<file path="src/hw/rtl/tnbm_pkg.sv">
// Shared types, constants and arithmetic helpers for the tanh neuron block.
package tnbm_pkg;

    typedef enum logic [2:0] {
        CMD_LOAD  = 3'd0,
        CMD_FWD   = 3'd1,
        CMD_OGRAD = 3'd2,
        CMD_HID   = 3'd3,
        CMD_UPD   = 3'd4
    } t_cmd;

    typedef enum logic [3:0] {
        ST_IDLE,
        ST_FETCH,
        ST_ACC,
        ST_SUM,
        ST_TIDX,
        ST_TAB,
        ST_DERIV,
        ST_GMUL,
        ST_GRAD,
        ST_UPD1,
        ST_UPD2,
        ST_UPD3,
        ST_UPD4,
        ST_OUT
    } t_state;

    localparam logic [1:0]  CFG_LEARN_RATE = 2'd0;
    localparam logic [1:0]  CFG_MOMENTUM   = 2'd1;
    localparam logic [14:0] LR_RESET       = 15'd614;
    localparam logic [14:0] MOM_RESET      = 15'd2048;
    localparam int          IDX_W          = 6;
    localparam logic [63:0] Q30_ONE        = 64'd1 << 30;

    function automatic logic signed [15:0] sat16(input logic signed [63:0] v);
        logic signed [15:0] r;
        if (v > 64'sd32767) begin
            r = 16'sh7FFF;
        end else if (v < -64'sd32768) begin
            r = 16'sh8000;
        end else begin
            r = 16'(v);
        end
        return r;
    endfunction

    // Round half up, then arithmetic shift right.
    function automatic logic signed [63:0] rnd_shift(input logic signed [63:0] v,
                                                     input int unsigned sh);
        logic signed [63:0] half;
        half = 64'sd1 <<< (sh - 1);
        return (v + half) >>> sh;
    endfunction

    // Restoring division, evaluated only while building the tanh table.
    function automatic logic [63:0] udiv64(input logic [63:0] n, input logic [63:0] d);
        logic [63:0] q;
        logic [64:0] r;
        q = '0;
        r = '0;
        for (int i = 63; i >= 0; i--) begin
            r = {r[63:0], n[i]};
            if (r >= {1'b0, d}) begin
                r    = r - {1'b0, d};
                q[i] = 1'b1;
            end
        end
        return q;
    endfunction

    // tanh(i*8/depth) in Q4.12 through exp(-2x) from a short series and squarings.
    function automatic logic [15:0] tanh_entry(input int unsigned i, input int unsigned depth);
        logic [63:0] z;
        logic [63:0] z2;
        logic [63:0] z3;
        logic [63:0] z4;
        logic [63:0] z5;
        logic [63:0] e;
        logic [63:0] num;
        z  = udiv64(64'(i) << 26, 64'(depth));
        z2 = (z * z) >> 30;
        z3 = (z2 * z) >> 30;
        z4 = (z3 * z) >> 30;
        z5 = (z4 * z) >> 30;
        e  = (Q30_ONE + z2 / 2 + z4 / 24) - (z + z3 / 6 + z5 / 120);
        for (int k = 0; k < 8; k++) begin
            e = (e * e + (Q30_ONE >> 1)) >> 30;
        end
        num = udiv64((Q30_ONE - e) << 13, Q30_ONE + e);
        return 16'((num + 64'd1) >> 1);
    endfunction

endpackage

</file>
<file path="src/hw/rtl/tnbm_ram.sv">
// Generic single-port-write, single-port-read RAM with a registered read.
module tnbm_ram #(
    parameter int WIDTH = 16,
    parameter int DEPTH = 64,
    localparam int AW   = (DEPTH > 1) ? $clog2(DEPTH) : 1
) (
    input  logic             i_clk,
    input  logic             i_we,
    input  logic [AW-1:0]    i_waddr,
    input  logic [WIDTH-1:0] i_wdata,
    input  logic             i_re,
    input  logic [AW-1:0]    i_raddr,
    output logic [WIDTH-1:0] o_rdata
);

    logic [WIDTH-1:0] r_mem [DEPTH];
    logic [WIDTH-1:0] r_rdata;

    always_ff @(posedge i_clk) begin
        if (i_we) begin
            r_mem[i_waddr] <= i_wdata;
        end
        if (i_re) begin
            r_rdata <= r_mem[i_raddr];
        end
    end

    assign o_rdata = r_rdata;

endmodule

</file>
<file path="src/hw/rtl/tanh_neuron_backprop_momentum.sv">
// Single tanh neuron: weight and momentum stores, accumulator and training datapath.
//
// Input beats on s_axis carry one command each (tuser): load weight, forward,
// output gradient, hidden gradient or weight update. Every beat yields exactly
// one result beat on m_axis with the command echoed and a done flag in tuser.
// The learning rate and momentum are written on the cfg channel (index 0 and 1),
// which is always ready and is to be used only while the neuron is idle.
//
// Items are processed one at a time. Weights and deltas sit in two RAMs with a
// registered read; each item reads its entry, then steps through one shared
// 33x17 multiplier and ends any write-back before the next item is taken. Load
// and unknown commands go from fetch to output; an update runs four steps;
// forward and hidden elements multiply and accumulate, the last forward one
// looks up tanh, and the last hidden one and an output gradient form the
// derivative, then the gradient. The result sits in an output register, so a
// new item is accepted while the previous result waits; if m_axis stalls, the
// item after that holds in its final step until the register frees up.
// Reset (synchronous, active low) clears the accumulator, activation,
// gradient and all momentum deltas at once and restores the default rates.
module tanh_neuron_backprop_momentum
    import tnbm_pkg::*;
#(
    parameter int N_INPUTS         = 64,
    parameter int TANH_TABLE_DEPTH = 256
) (
    input  logic        i_clk,
    input  logic        i_rst_n,
    // fields from bit 0: index[5:0], value[21:6], weight_in[37:22], zero pad
    input  logic [39:0] s_axis_tdata,
    // fields from bit 0: cmd[2:0]
    input  logic [2:0]  s_axis_tuser,
    input  logic        s_axis_tlast,
    input  logic        s_axis_tvalid,
    output logic        s_axis_tready,
    // fields from bit 0: result[15:0]
    output logic [15:0] m_axis_tdata,
    // fields from bit 0: kind[2:0], done_res[3]
    output logic [3:0]  m_axis_tuser,
    output logic        m_axis_tvalid,
    input  logic        m_axis_tready,
    input  logic        i_cfg_valid,
    output logic        o_cfg_ready,
    input  logic [1:0]  i_cfg_index,
    input  logic [14:0] i_cfg_data
);

    // Only 64 connection numbers can be addressed.
    localparam int MEM_DEPTH = (N_INPUTS < 64) ? N_INPUTS : 64;
    localparam int AW        = (MEM_DEPTH > 1) ? $clog2(MEM_DEPTH) : 1;
    localparam int TW        = $clog2(TANH_TABLE_DEPTH);
    localparam int TPW       = 17 + $clog2(TANH_TABLE_DEPTH + 1);

    t_state r_state, n_state;

    logic [2:0]         r_cmd;
    logic [IDX_W-1:0]   r_idx;
    logic signed [15:0] r_val;
    logic signed [15:0] r_win;
    logic               r_last;

    logic signed [39:0] r_acc;
    logic signed [15:0] r_act;
    logic signed [15:0] r_grad;
    logic [14:0]        r_lr;
    logic [14:0]        r_mom;
    logic [MEM_DEPTH-1:0] r_dvalid;

    logic signed [49:0] r_prod;
    logic signed [15:0] r_sum;
    logic signed [15:0] r_deriv;
    logic signed [25:0] r_a;
    logic signed [15:0] r_delta;
    logic [TW-1:0]      r_ti;
    logic signed [15:0] r_res;
    logic               r_done;

    logic               r_ovalid;
    logic [15:0]        r_odata;
    logic [2:0]         r_okind;
    logic               r_odone;

    logic               w_accept;
    logic               w_slot_free;
    logic               w_ok;
    logic [AW-1:0]      w_addr;
    logic [15:0]        w_wrd;
    logic [15:0]        w_drd;
    logic signed [15:0] w_w;
    logic signed [15:0] w_old;

    logic               w_mul_en;
    logic signed [32:0] w_mul_a;
    logic signed [16:0] w_mul_b;
    logic               w_we;
    logic               w_dwe;
    logic [15:0]        w_wwdata;

    logic signed [40:0] w_accsum;
    logic signed [39:0] w_accsat;
    logic signed [15:0] w_sum16;
    logic signed [15:0] w_deriv;
    logic signed [15:0] w_gr;
    logic signed [25:0] w_a_next;
    logic signed [15:0] w_delta;
    logic signed [15:0] w_nw;
    logic [16:0]        w_mag;
    logic [TPW-1:0]     w_tprod;
    logic [TPW-1:0]     w_tfull;
    logic [15:0]        w_tab;
    logic signed [15:0] w_tanh_s;
    logic [15:0]        w_tanh_tab [TANH_TABLE_DEPTH];

    // Constant tanh table over |s| in [0, 8).
    for (genvar g = 0; g < TANH_TABLE_DEPTH; g++) begin : g_tab
        localparam logic [15:0] TV = tanh_entry(32'(g), 32'(TANH_TABLE_DEPTH));
        assign w_tanh_tab[g] = TV;
    end

    assign w_accept     = s_axis_tvalid && s_axis_tready;
    assign s_axis_tready = (r_state == ST_IDLE);
    assign w_slot_free  = !r_ovalid || m_axis_tready;
    assign o_cfg_ready  = 1'b1;

    assign w_ok   = 32'(r_idx) < 32'(N_INPUTS);
    assign w_addr = AW'(r_idx);

    tnbm_ram #(
        .WIDTH(16),
        .DEPTH(MEM_DEPTH)
    ) u_wram (
        .i_clk  (i_clk),
        .i_we   (w_we),
        .i_waddr(w_addr),
        .i_wdata(w_wwdata),
        .i_re   (w_accept),
        .i_raddr(AW'(s_axis_tdata[5:0])),
        .o_rdata(w_wrd)
    );

    tnbm_ram #(
        .WIDTH(16),
        .DEPTH(MEM_DEPTH)
    ) u_dram (
        .i_clk  (i_clk),
        .i_we   (w_dwe),
        .i_waddr(w_addr),
        .i_wdata(r_delta),
        .i_re   (w_accept),
        .i_raddr(AW'(s_axis_tdata[5:0])),
        .o_rdata(w_drd)
    );

    // Read data stays put until the next accepted beat, so later steps reuse it.
    assign w_w   = w_ok ? signed'(w_wrd) : 16'sd0;
    assign w_old = (w_ok && r_dvalid[w_addr]) ? signed'(w_drd) : 16'sd0;

    // Accumulator add with saturation at 40 bits.
    assign w_accsum = 41'(r_acc) + 41'(signed'(r_prod[31:0]));
    always_comb begin
        if (w_accsum[40] != w_accsum[39]) begin
            w_accsat = w_accsum[40] ? {1'b1, 39'd0} : {1'b0, {39{1'b1}}};
        end else begin
            w_accsat = w_accsum[39:0];
        end
    end

    assign w_sum16  = sat16(rnd_shift(64'(r_acc), 12));
    assign w_deriv  = sat16(64'sd4096 - rnd_shift(64'(r_prod), 12));
    assign w_gr     = sat16(rnd_shift(64'(r_prod), 12));
    assign w_a_next = 26'(rnd_shift(64'(r_prod), 24));
    assign w_delta  = sat16(64'(r_a) + rnd_shift(64'(r_prod), 12));
    assign w_nw     = sat16(64'(w_w) + 64'(r_delta));

    assign w_mag    = r_sum[15] ? (17'd0 - 17'(r_sum)) : 17'(r_sum);
    assign w_tprod  = TPW'(w_mag) * TPW'(TANH_TABLE_DEPTH);
    assign w_tfull  = w_tprod >> 15;
    assign w_tab    = w_tanh_tab[r_ti];
    assign w_tanh_s = r_sum[15] ? -signed'(w_tab) : signed'(w_tab);

    // Next state.
    always_comb begin
        n_state = r_state;
        case (r_state)
            ST_IDLE: begin
                if (w_accept) n_state = ST_FETCH;
            end
            ST_FETCH: begin
                case (r_cmd)
                    CMD_FWD, CMD_HID: n_state = ST_ACC;
                    CMD_OGRAD:        n_state = ST_DERIV;
                    CMD_UPD:          n_state = ST_UPD1;
                    default:          n_state = ST_OUT;
                endcase
            end
            ST_ACC:   n_state = ST_SUM;
            ST_SUM: begin
                if (!r_last) begin
                    n_state = ST_OUT;
                end else if (r_cmd == CMD_FWD) begin
                    n_state = ST_TIDX;
                end else begin
                    n_state = ST_DERIV;
                end
            end
            ST_TIDX:  n_state = ST_TAB;
            ST_TAB:   n_state = ST_OUT;
            ST_DERIV: n_state = ST_GMUL;
            ST_GMUL:  n_state = ST_GRAD;
            ST_GRAD:  n_state = ST_OUT;
            ST_UPD1:  n_state = ST_UPD2;
            ST_UPD2:  n_state = ST_UPD3;
            ST_UPD3:  n_state = ST_UPD4;
            ST_UPD4:  n_state = ST_OUT;
            ST_OUT: begin
                if (w_slot_free) n_state = ST_IDLE;
            end
            default:  n_state = ST_IDLE;
        endcase
    end

    // Multiplier operands and RAM writes per step.
    always_comb begin
        w_mul_en = 1'b0;
        w_mul_a  = '0;
        w_mul_b  = '0;
        w_we     = 1'b0;
        w_dwe    = 1'b0;
        w_wwdata = r_win;
        case (r_state)
            ST_FETCH: begin
                case (r_cmd)
                    CMD_LOAD: begin
                        w_we = w_ok;
                    end
                    CMD_FWD: begin
                        w_mul_en = 1'b1;
                        w_mul_a  = 33'(r_val);
                        w_mul_b  = 17'(w_w);
                    end
                    CMD_HID: begin
                        w_mul_en = 1'b1;
                        w_mul_a  = 33'(r_win);
                        w_mul_b  = 17'(r_val);
                    end
                    CMD_OGRAD: begin
                        w_mul_en = 1'b1;
                        w_mul_a  = 33'(r_act);
                        w_mul_b  = 17'(r_act);
                    end
                    CMD_UPD: begin
                        w_mul_en = 1'b1;
                        w_mul_a  = 33'(r_val);
                        w_mul_b  = 17'(r_grad);
                    end
                    default: begin
                        w_mul_en = 1'b0;
                    end
                endcase
            end
            ST_SUM: begin
                // Hidden gradient needs the derivative after the last element.
                if (r_last && r_cmd == CMD_HID) begin
                    w_mul_en = 1'b1;
                    w_mul_a  = 33'(r_act);
                    w_mul_b  = 17'(r_act);
                end
            end
            ST_GMUL: begin
                w_mul_en = 1'b1;
                w_mul_a  = (r_cmd == CMD_OGRAD) ? 33'(17'(r_val) - 17'(r_act)) : 33'(r_sum);
                w_mul_b  = 17'(r_deriv);
            end
            ST_UPD1: begin
                w_mul_en = 1'b1;
                w_mul_a  = 33'(signed'(r_prod[31:0]));
                w_mul_b  = signed'({2'b00, r_lr});
            end
            ST_UPD2: begin
                w_mul_en = 1'b1;
                w_mul_a  = signed'({18'd0, r_mom});
                w_mul_b  = 17'(w_old);
            end
            ST_UPD4: begin
                w_we     = w_ok;
                w_dwe    = w_ok;
                w_wwdata = w_nw;
            end
            default: begin
                w_mul_en = 1'b0;
            end
        endcase
    end

    // Control and architectural state.
    always_ff @(posedge i_clk) begin
        if (!i_rst_n) begin
            r_state  <= ST_IDLE;
            r_acc    <= '0;
            r_act    <= '0;
            r_grad   <= '0;
            r_lr     <= LR_RESET;
            r_mom    <= MOM_RESET;
            r_dvalid <= '0;
            r_ovalid <= 1'b0;
        end else begin
            r_state <= n_state;
            if (i_cfg_valid && o_cfg_ready) begin
                if (i_cfg_index == CFG_LEARN_RATE) begin
                    r_lr <= i_cfg_data;
                end else if (i_cfg_index == CFG_MOMENTUM) begin
                    r_mom <= i_cfg_data;
                end
            end
            if (r_state == ST_ACC) begin
                r_acc <= w_accsat;
            end
            if (r_state == ST_SUM && r_last) begin
                r_acc <= '0;
            end
            if (r_state == ST_TAB) begin
                r_act <= w_tanh_s;
            end
            if (r_state == ST_GRAD) begin
                r_grad <= w_gr;
            end
            if (r_state == ST_UPD4 && w_ok) begin
                r_dvalid[w_addr] <= 1'b1;
            end
            if (r_state == ST_OUT && w_slot_free) begin
                r_ovalid <= 1'b1;
            end else if (m_axis_tready) begin
                r_ovalid <= 1'b0;
            end
        end
    end

    // Payload and working registers.
    always_ff @(posedge i_clk) begin
        if (w_accept) begin
            r_cmd  <= s_axis_tuser;
            r_idx  <= s_axis_tdata[5:0];
            r_val  <= signed'(s_axis_tdata[21:6]);
            r_win  <= signed'(s_axis_tdata[37:22]);
            r_last <= s_axis_tlast;
        end
        if (w_mul_en) begin
            r_prod <= w_mul_a * w_mul_b;
        end
        case (r_state)
            ST_FETCH: begin
                r_res  <= (r_cmd == CMD_LOAD) ? r_win : 16'sd0;
                r_done <= 1'b0;
            end
            ST_SUM: begin
                r_sum  <= w_sum16;
                r_res  <= w_sum16;
                r_done <= r_last;
            end
            ST_TIDX: begin
                r_ti <= (w_tfull > TPW'(TANH_TABLE_DEPTH - 1)) ?
                        TW'(TANH_TABLE_DEPTH - 1) : TW'(w_tfull);
            end
            ST_TAB: begin
                r_res <= w_tanh_s;
            end
            ST_DERIV: begin
                r_deriv <= w_deriv;
            end
            ST_GRAD: begin
                r_res  <= w_gr;
                r_done <= 1'b1;
            end
            ST_UPD2: begin
                r_a <= w_a_next;
            end
            ST_UPD3: begin
                r_delta <= w_delta;
            end
            ST_UPD4: begin
                r_res  <= w_nw;
                r_done <= 1'b0;
            end
            default: begin
            end
        endcase
        if (r_state == ST_OUT && w_slot_free) begin
            r_odata <= r_res;
            r_okind <= r_cmd;
            r_odone <= r_done;
        end
    end

    assign m_axis_tvalid = r_ovalid;
    assign m_axis_tdata  = r_odata;
    assign m_axis_tuser  = {r_odone, r_okind};

endmodule

</file>
<file path="config.mk">
export PLATFORM = sky130hd
export DESIGN_NAME = tanh_neuron_backprop_momentum
export DESIGN_NICKNAME = d
export VERILOG_FILES = /design/src/hw/rtl/tnbm_pkg.sv /design/src/hw/rtl/tnbm_ram.sv /design/src/hw/rtl/tanh_neuron_backprop_momentum.sv
export SDC_FILE = /design/constraint.sdc
export NUM_CORES = 2
export LEC_CHECK = 0
export ABC_AREA = 1
export BUFFER_PORTS_ARGS = -buffer_cell sky130_fd_sc_hd__buf_2
export CORE_ASPECT_RATIO = 1.25
export CORE_UTILIZATION = 45
export CTS_CLUSTER_SIZE = 40
export DETAILED_ROUTE_END_ITERATION = 12
export GPL_ROUTABILITY_DRIVEN = 0
export HOLD_SLACK_MARGIN = 0.03
export PLACE_DENSITY_LB_ADDON = 0.1
export SLEW_MARGIN = 20
export SYNTH_ARGS = -nofsm -noshare
export SYNTH_HDL_FRONTEND = slang
export SYNTH_HIERARCHICAL = 1
export SYNTH_SLANG_ARGS = --single-unit
</file>
<file path="constraint.sdc">
create_clock -name i_clk -period 23.5 [get_ports i_clk]
set_clock_uncertainty 0.15 [all_clocks]
set_input_delay 2.35 -clock i_clk [delete_from_list [all_inputs] [get_ports i_clk]]
set_output_delay 2.35 -clock i_clk [all_outputs]
set_load 0.02 [all_outputs]
</file>
==> results.py <==
metrics = {
    "placed_design": {
        "place.detailed.hpwl_um": 270000,
        "buffer_ports.inserted": 85,
        "dpl-instance-area_um2": 136000,
        "place_worst_setup_slack_ns": 12.77,
    },
    "clock_tree": {
        "cts-root-buf": "clkbuf_16",
        "cts_tree": "built",
        "clk-insertion-delay-late_ns": 0.93,
        "cts_resized": 0,
        "worst_setup_hold_path_clk_slew_ns": 0.06,
        "ctsHoldBuffers": 0,
        "clock_path_buffers": 4,
        "cts.repair_timing.setup_buffer_count": 0,
        "numCtsBuffers": 248,
        "numClockSinks": 2462,
        "htree_levels": 4,
    },
    "pwr": {
        "total_leakage_power_nw": 58.5,
        "total_power_w": 0.0119,
        "power_per_cell_area_nw_per_um2": 82.6,
        "power.ir.vdd_worst_mv": 0.0818,
    },
    "synth": {
        "netlist-cell-type-count": 68,
        "synth_ff_type": "edfxtp_1",
        "synth_common_cells": "4100 x nand2_1, 2291 x edfxtp_1, 2003 x nand3_1",
        "synth_largest_area_cell": "edfxtp_1",
        "yosys_warnings": 6,
        "ys_seq_elements": 2462,
        "synth_top_area_frac": 0.522,
        "instance_count_of_the_mapped_netlist": 13500,
        "synth.area.top_cells": "edfxtp_1 52%, nand2_1 12%, fa_1 8.1%",
        "number_of_enable_type_register_cells_in_the_synthesized_netlist": 2291,
        "synth_seq_area_share": 0.548,
        "mappedNetlistNets": 14300,
        "syn_area_per_cell_um2": 9.79,
        "postSynth.asyncResetShare": 0,
        "synth.cell_area_um2": 132000,
        "synth.most_common_cell": "nand2_1",
    },
    "die": {
        "start_util": 0.453,
        "fp-row-count": 221,
        "ioPinCount": 89,
        "fp.dieW_um": 486,
        "die_h_um": 607,
        "fp.coreArea_um2": 291000,
        "die_area_um2": 295000,
    },
    "global_route": {
        "grt_first_pass_wirelength_um": 614000,
        "grt_max_degree": 193,
        "grt_antenna_before_repair": 11,
        "gr-usage-all-layers": 0.278,
        "grt_pass1_vias": 96200,
        "grt_remaining_overflow": 0,
    },
    "flow_run": {
        "drv_cap": 0,
    },
    "route": {
        "detail_route.vias_per_cell": 5.58,
        "vias_after_detailed_routing": 98100,
        "final_antenna_net_count": 0,
        "wl_per_cell_um": 23.6,
        "drc": 0,
        "initialDrtViolationCount": 9613,
        "detail_route.wirelength_um": 415000,
        "detail_route.first_pass.iterations": 9,
    },
    "setup_path": {
        "critical_path.max_fanout": 20,
        "worst_ep_arrival_time_ns": 11.40,
        "timing.critical_path.mode_cell": "inv_1",
        "category_of_the_worst_setup_path_launch_point": "register",
        "r2r-end": "r_prod[48]$_DFFE_PP_",
        "timing.reg2reg.setup_slack_ns": 12.56,
        "r2r.worst_path.cells": 35,
        "critical-path-max-stage-delay_ns": 0.87,
        "worst_path_class_setup": "reg2reg",
        "worst_setup_path_end_kind": "register",
        "timing.critical_path.slowest_stage_cell": "inv_1",
        "timing.rr.start": "r_cmd[2]$_DFFE_PP_",
        "worst_ep_required_time_ns": 23.96,
    },
    "sta": {
        "worst_slew_margin_rel": 0.195,
        "setup_violations": 0,
        "timing.final.crit_share": 0.466,
        "worst_slew_pin_slew_ns": 1.20,
        "slew_viol_final": 0,
        "fmax_mhz": 91.4,
        "final_period_minus_worst_setup_slack_ns": 10.94,
        "grt_setup_unrepaired": "false",
        "setup_ws_ns": 12.56,
        "setup_total_negative_slack_ns": 0,
        "hold_violations": 0,
    },
    "cells_and_area": {
        "drive_gt1_frac": 0.0658,
        "layout.filler_cells": 26500,
        "postLayoutCellArea_um2": 144000,
        "synthToLayoutAreaGrowth_pct": 9.44,
        "final_nets": 14300,
    },
    "hold_path": {
        "hold-path-endpoint": "m_axis_tdata[6]$_DFFE_PP_",
        "min_path_cells": 0,
        "min_path_type": "reg2reg",
        "hp-start": "r_res[6]$_DFFE_PP_",
    },
    "status": {
        "outcome": "completed",
    },
}
worst max-delay path, delay by kind of cell, from the launching register on:
kind / cells / cell delay, ns
simple gates: 12 / 2.05
fa+ha+maj: 7 / 3.43
compound gates: 5 / 1.66
flops: 1 / 0.67
xor+xnor: 1 / 0.07
buf+inv: 10 / 2.55
power by group:
group          internal [W]  total [W]  switching (W)
clock network       0.00227    0.00398        0.00171
logic              0.000652    0.00265        0.00200
registers           0.00511    0.00529       0.000178
worst max-delay path by stage:
stage | startpoint | endpoint | slack (ns) | cells after the start
floorplan | r_val[0]$_DFFE_PP_ | r_prod[43]$_DFFE_PP_ | 15.34 | 42
global placement | r_idx[2]$_DFFE_PP_ | r_prod[48]$_DFFE_PP_ | 12.84 | 36
detailed placement | r_idx[2]$_DFFE_PP_ | r_prod[48]$_DFFE_PP_ | 12.77 | 36
CTS | r_idx[2]$_DFFE_PP_ | r_prod[48]$_DFFE_PP_ | 12.71 | 36
global route | r_idx[2]$_DFFE_PP_ | r_prod[48]$_DFFE_PP_ | 12.00 | 38
finish | r_cmd[2]$_DFFE_PP_ | r_prod[48]$_DFFE_PP_ | 12.56 | 35
registers in the layout (all words and copies together) (netlist names), 26 cells and up:
signal and cells:
u_wram/r_mem 1024, r_prod 50, r_a 26, r_dvalid 64
r_acc 40, u_dram/r_mem 1024
cell type report:
type	instances	area (um^2)	share of cell area
tap	3902	4880	0.0338
antenna	7	17.5	0.000121
inverter	1309	4970	0.0345
multi-input combinational	9081	51400	0.356
clock inverter	159	1500	0.0104
clock buffer	299	6570	0.0456
sequential	2462	72200	0.501
timing repair buffer	372	2680	0.0186
kinds of logic (layout without fill, tap and decap cells):
group / after synthesis / count (layout) / share of synthesized area
AND/OR/NAND/NOR: 7194 / 7194 / 0.230
flip-flops: 2462 / 2462 / 0.548
buffers and inverters: 1921 / 2139 / 0.0644
AO/OA/AOI/OAI: 912 / 912 / 0.0400
adder cells (fa/ha/maj): 782 / 782 / 0.104
XOR/XNOR: 192 / 192 / 0.0128
other: 1 / 8 / 0.0000285
through the flow:
stage               std cells  hold WS [ns]  utilization
global route            17600         0.291        0.496
finish                  17600         0.268        0.496
detailed placement      17100         0.257        0.468
global placement        17100         0.254        0.468
floorplan               13500         0.250            -
CTS                     17600         0.269        0.496
placed cells by master (no fill, tap or decap), drive strengths merged, types with 14 or more instances in the layout:
master | synthesis | layout
dfxtp | 171 | 171
o21bai | 16 | 16
edfxtp | 2291 | 2291
bufinv | 0 | 26
nor4 | 34 | 34
a31oi | 32 | 32
nor3 | 64 | 64
inv | 1290 | 1293
nand2 | 4145 | 4145
o211ai | 48 | 48
a221oi | 37 | 37
clkinvlp | 0 | 15
nor2 | 832 | 832
o22ai | 25 | 25
o21a | 14 | 14
a21boi | 16 | 16
ha | 252 | 252
a21oi | 397 | 397
o21ai | 251 | 251
xor2 | 135 | 135
clkinv | 19 | 134
nand3 | 2008 | 2008
xnor2 | 57 | 57
clkbuf | 170 | 299
nand4 | 81 | 81
fa | 530 | 530
buf | 442 | 372
per-layer routing:
metal | global-route usage | part of all wire | up-vias
li1 | - | - | 45000
met1 | 0.358 | 0.40 | 48300
met2 | 0.461 | 0.47 | 3901
met3 | 0.0340 | 0.067 | 926
met4 | 0.146 | 0.058 | 4
met5 | 0 | 0.000065 | -
No activity file was read; power rests on OpenSTA's default activity.
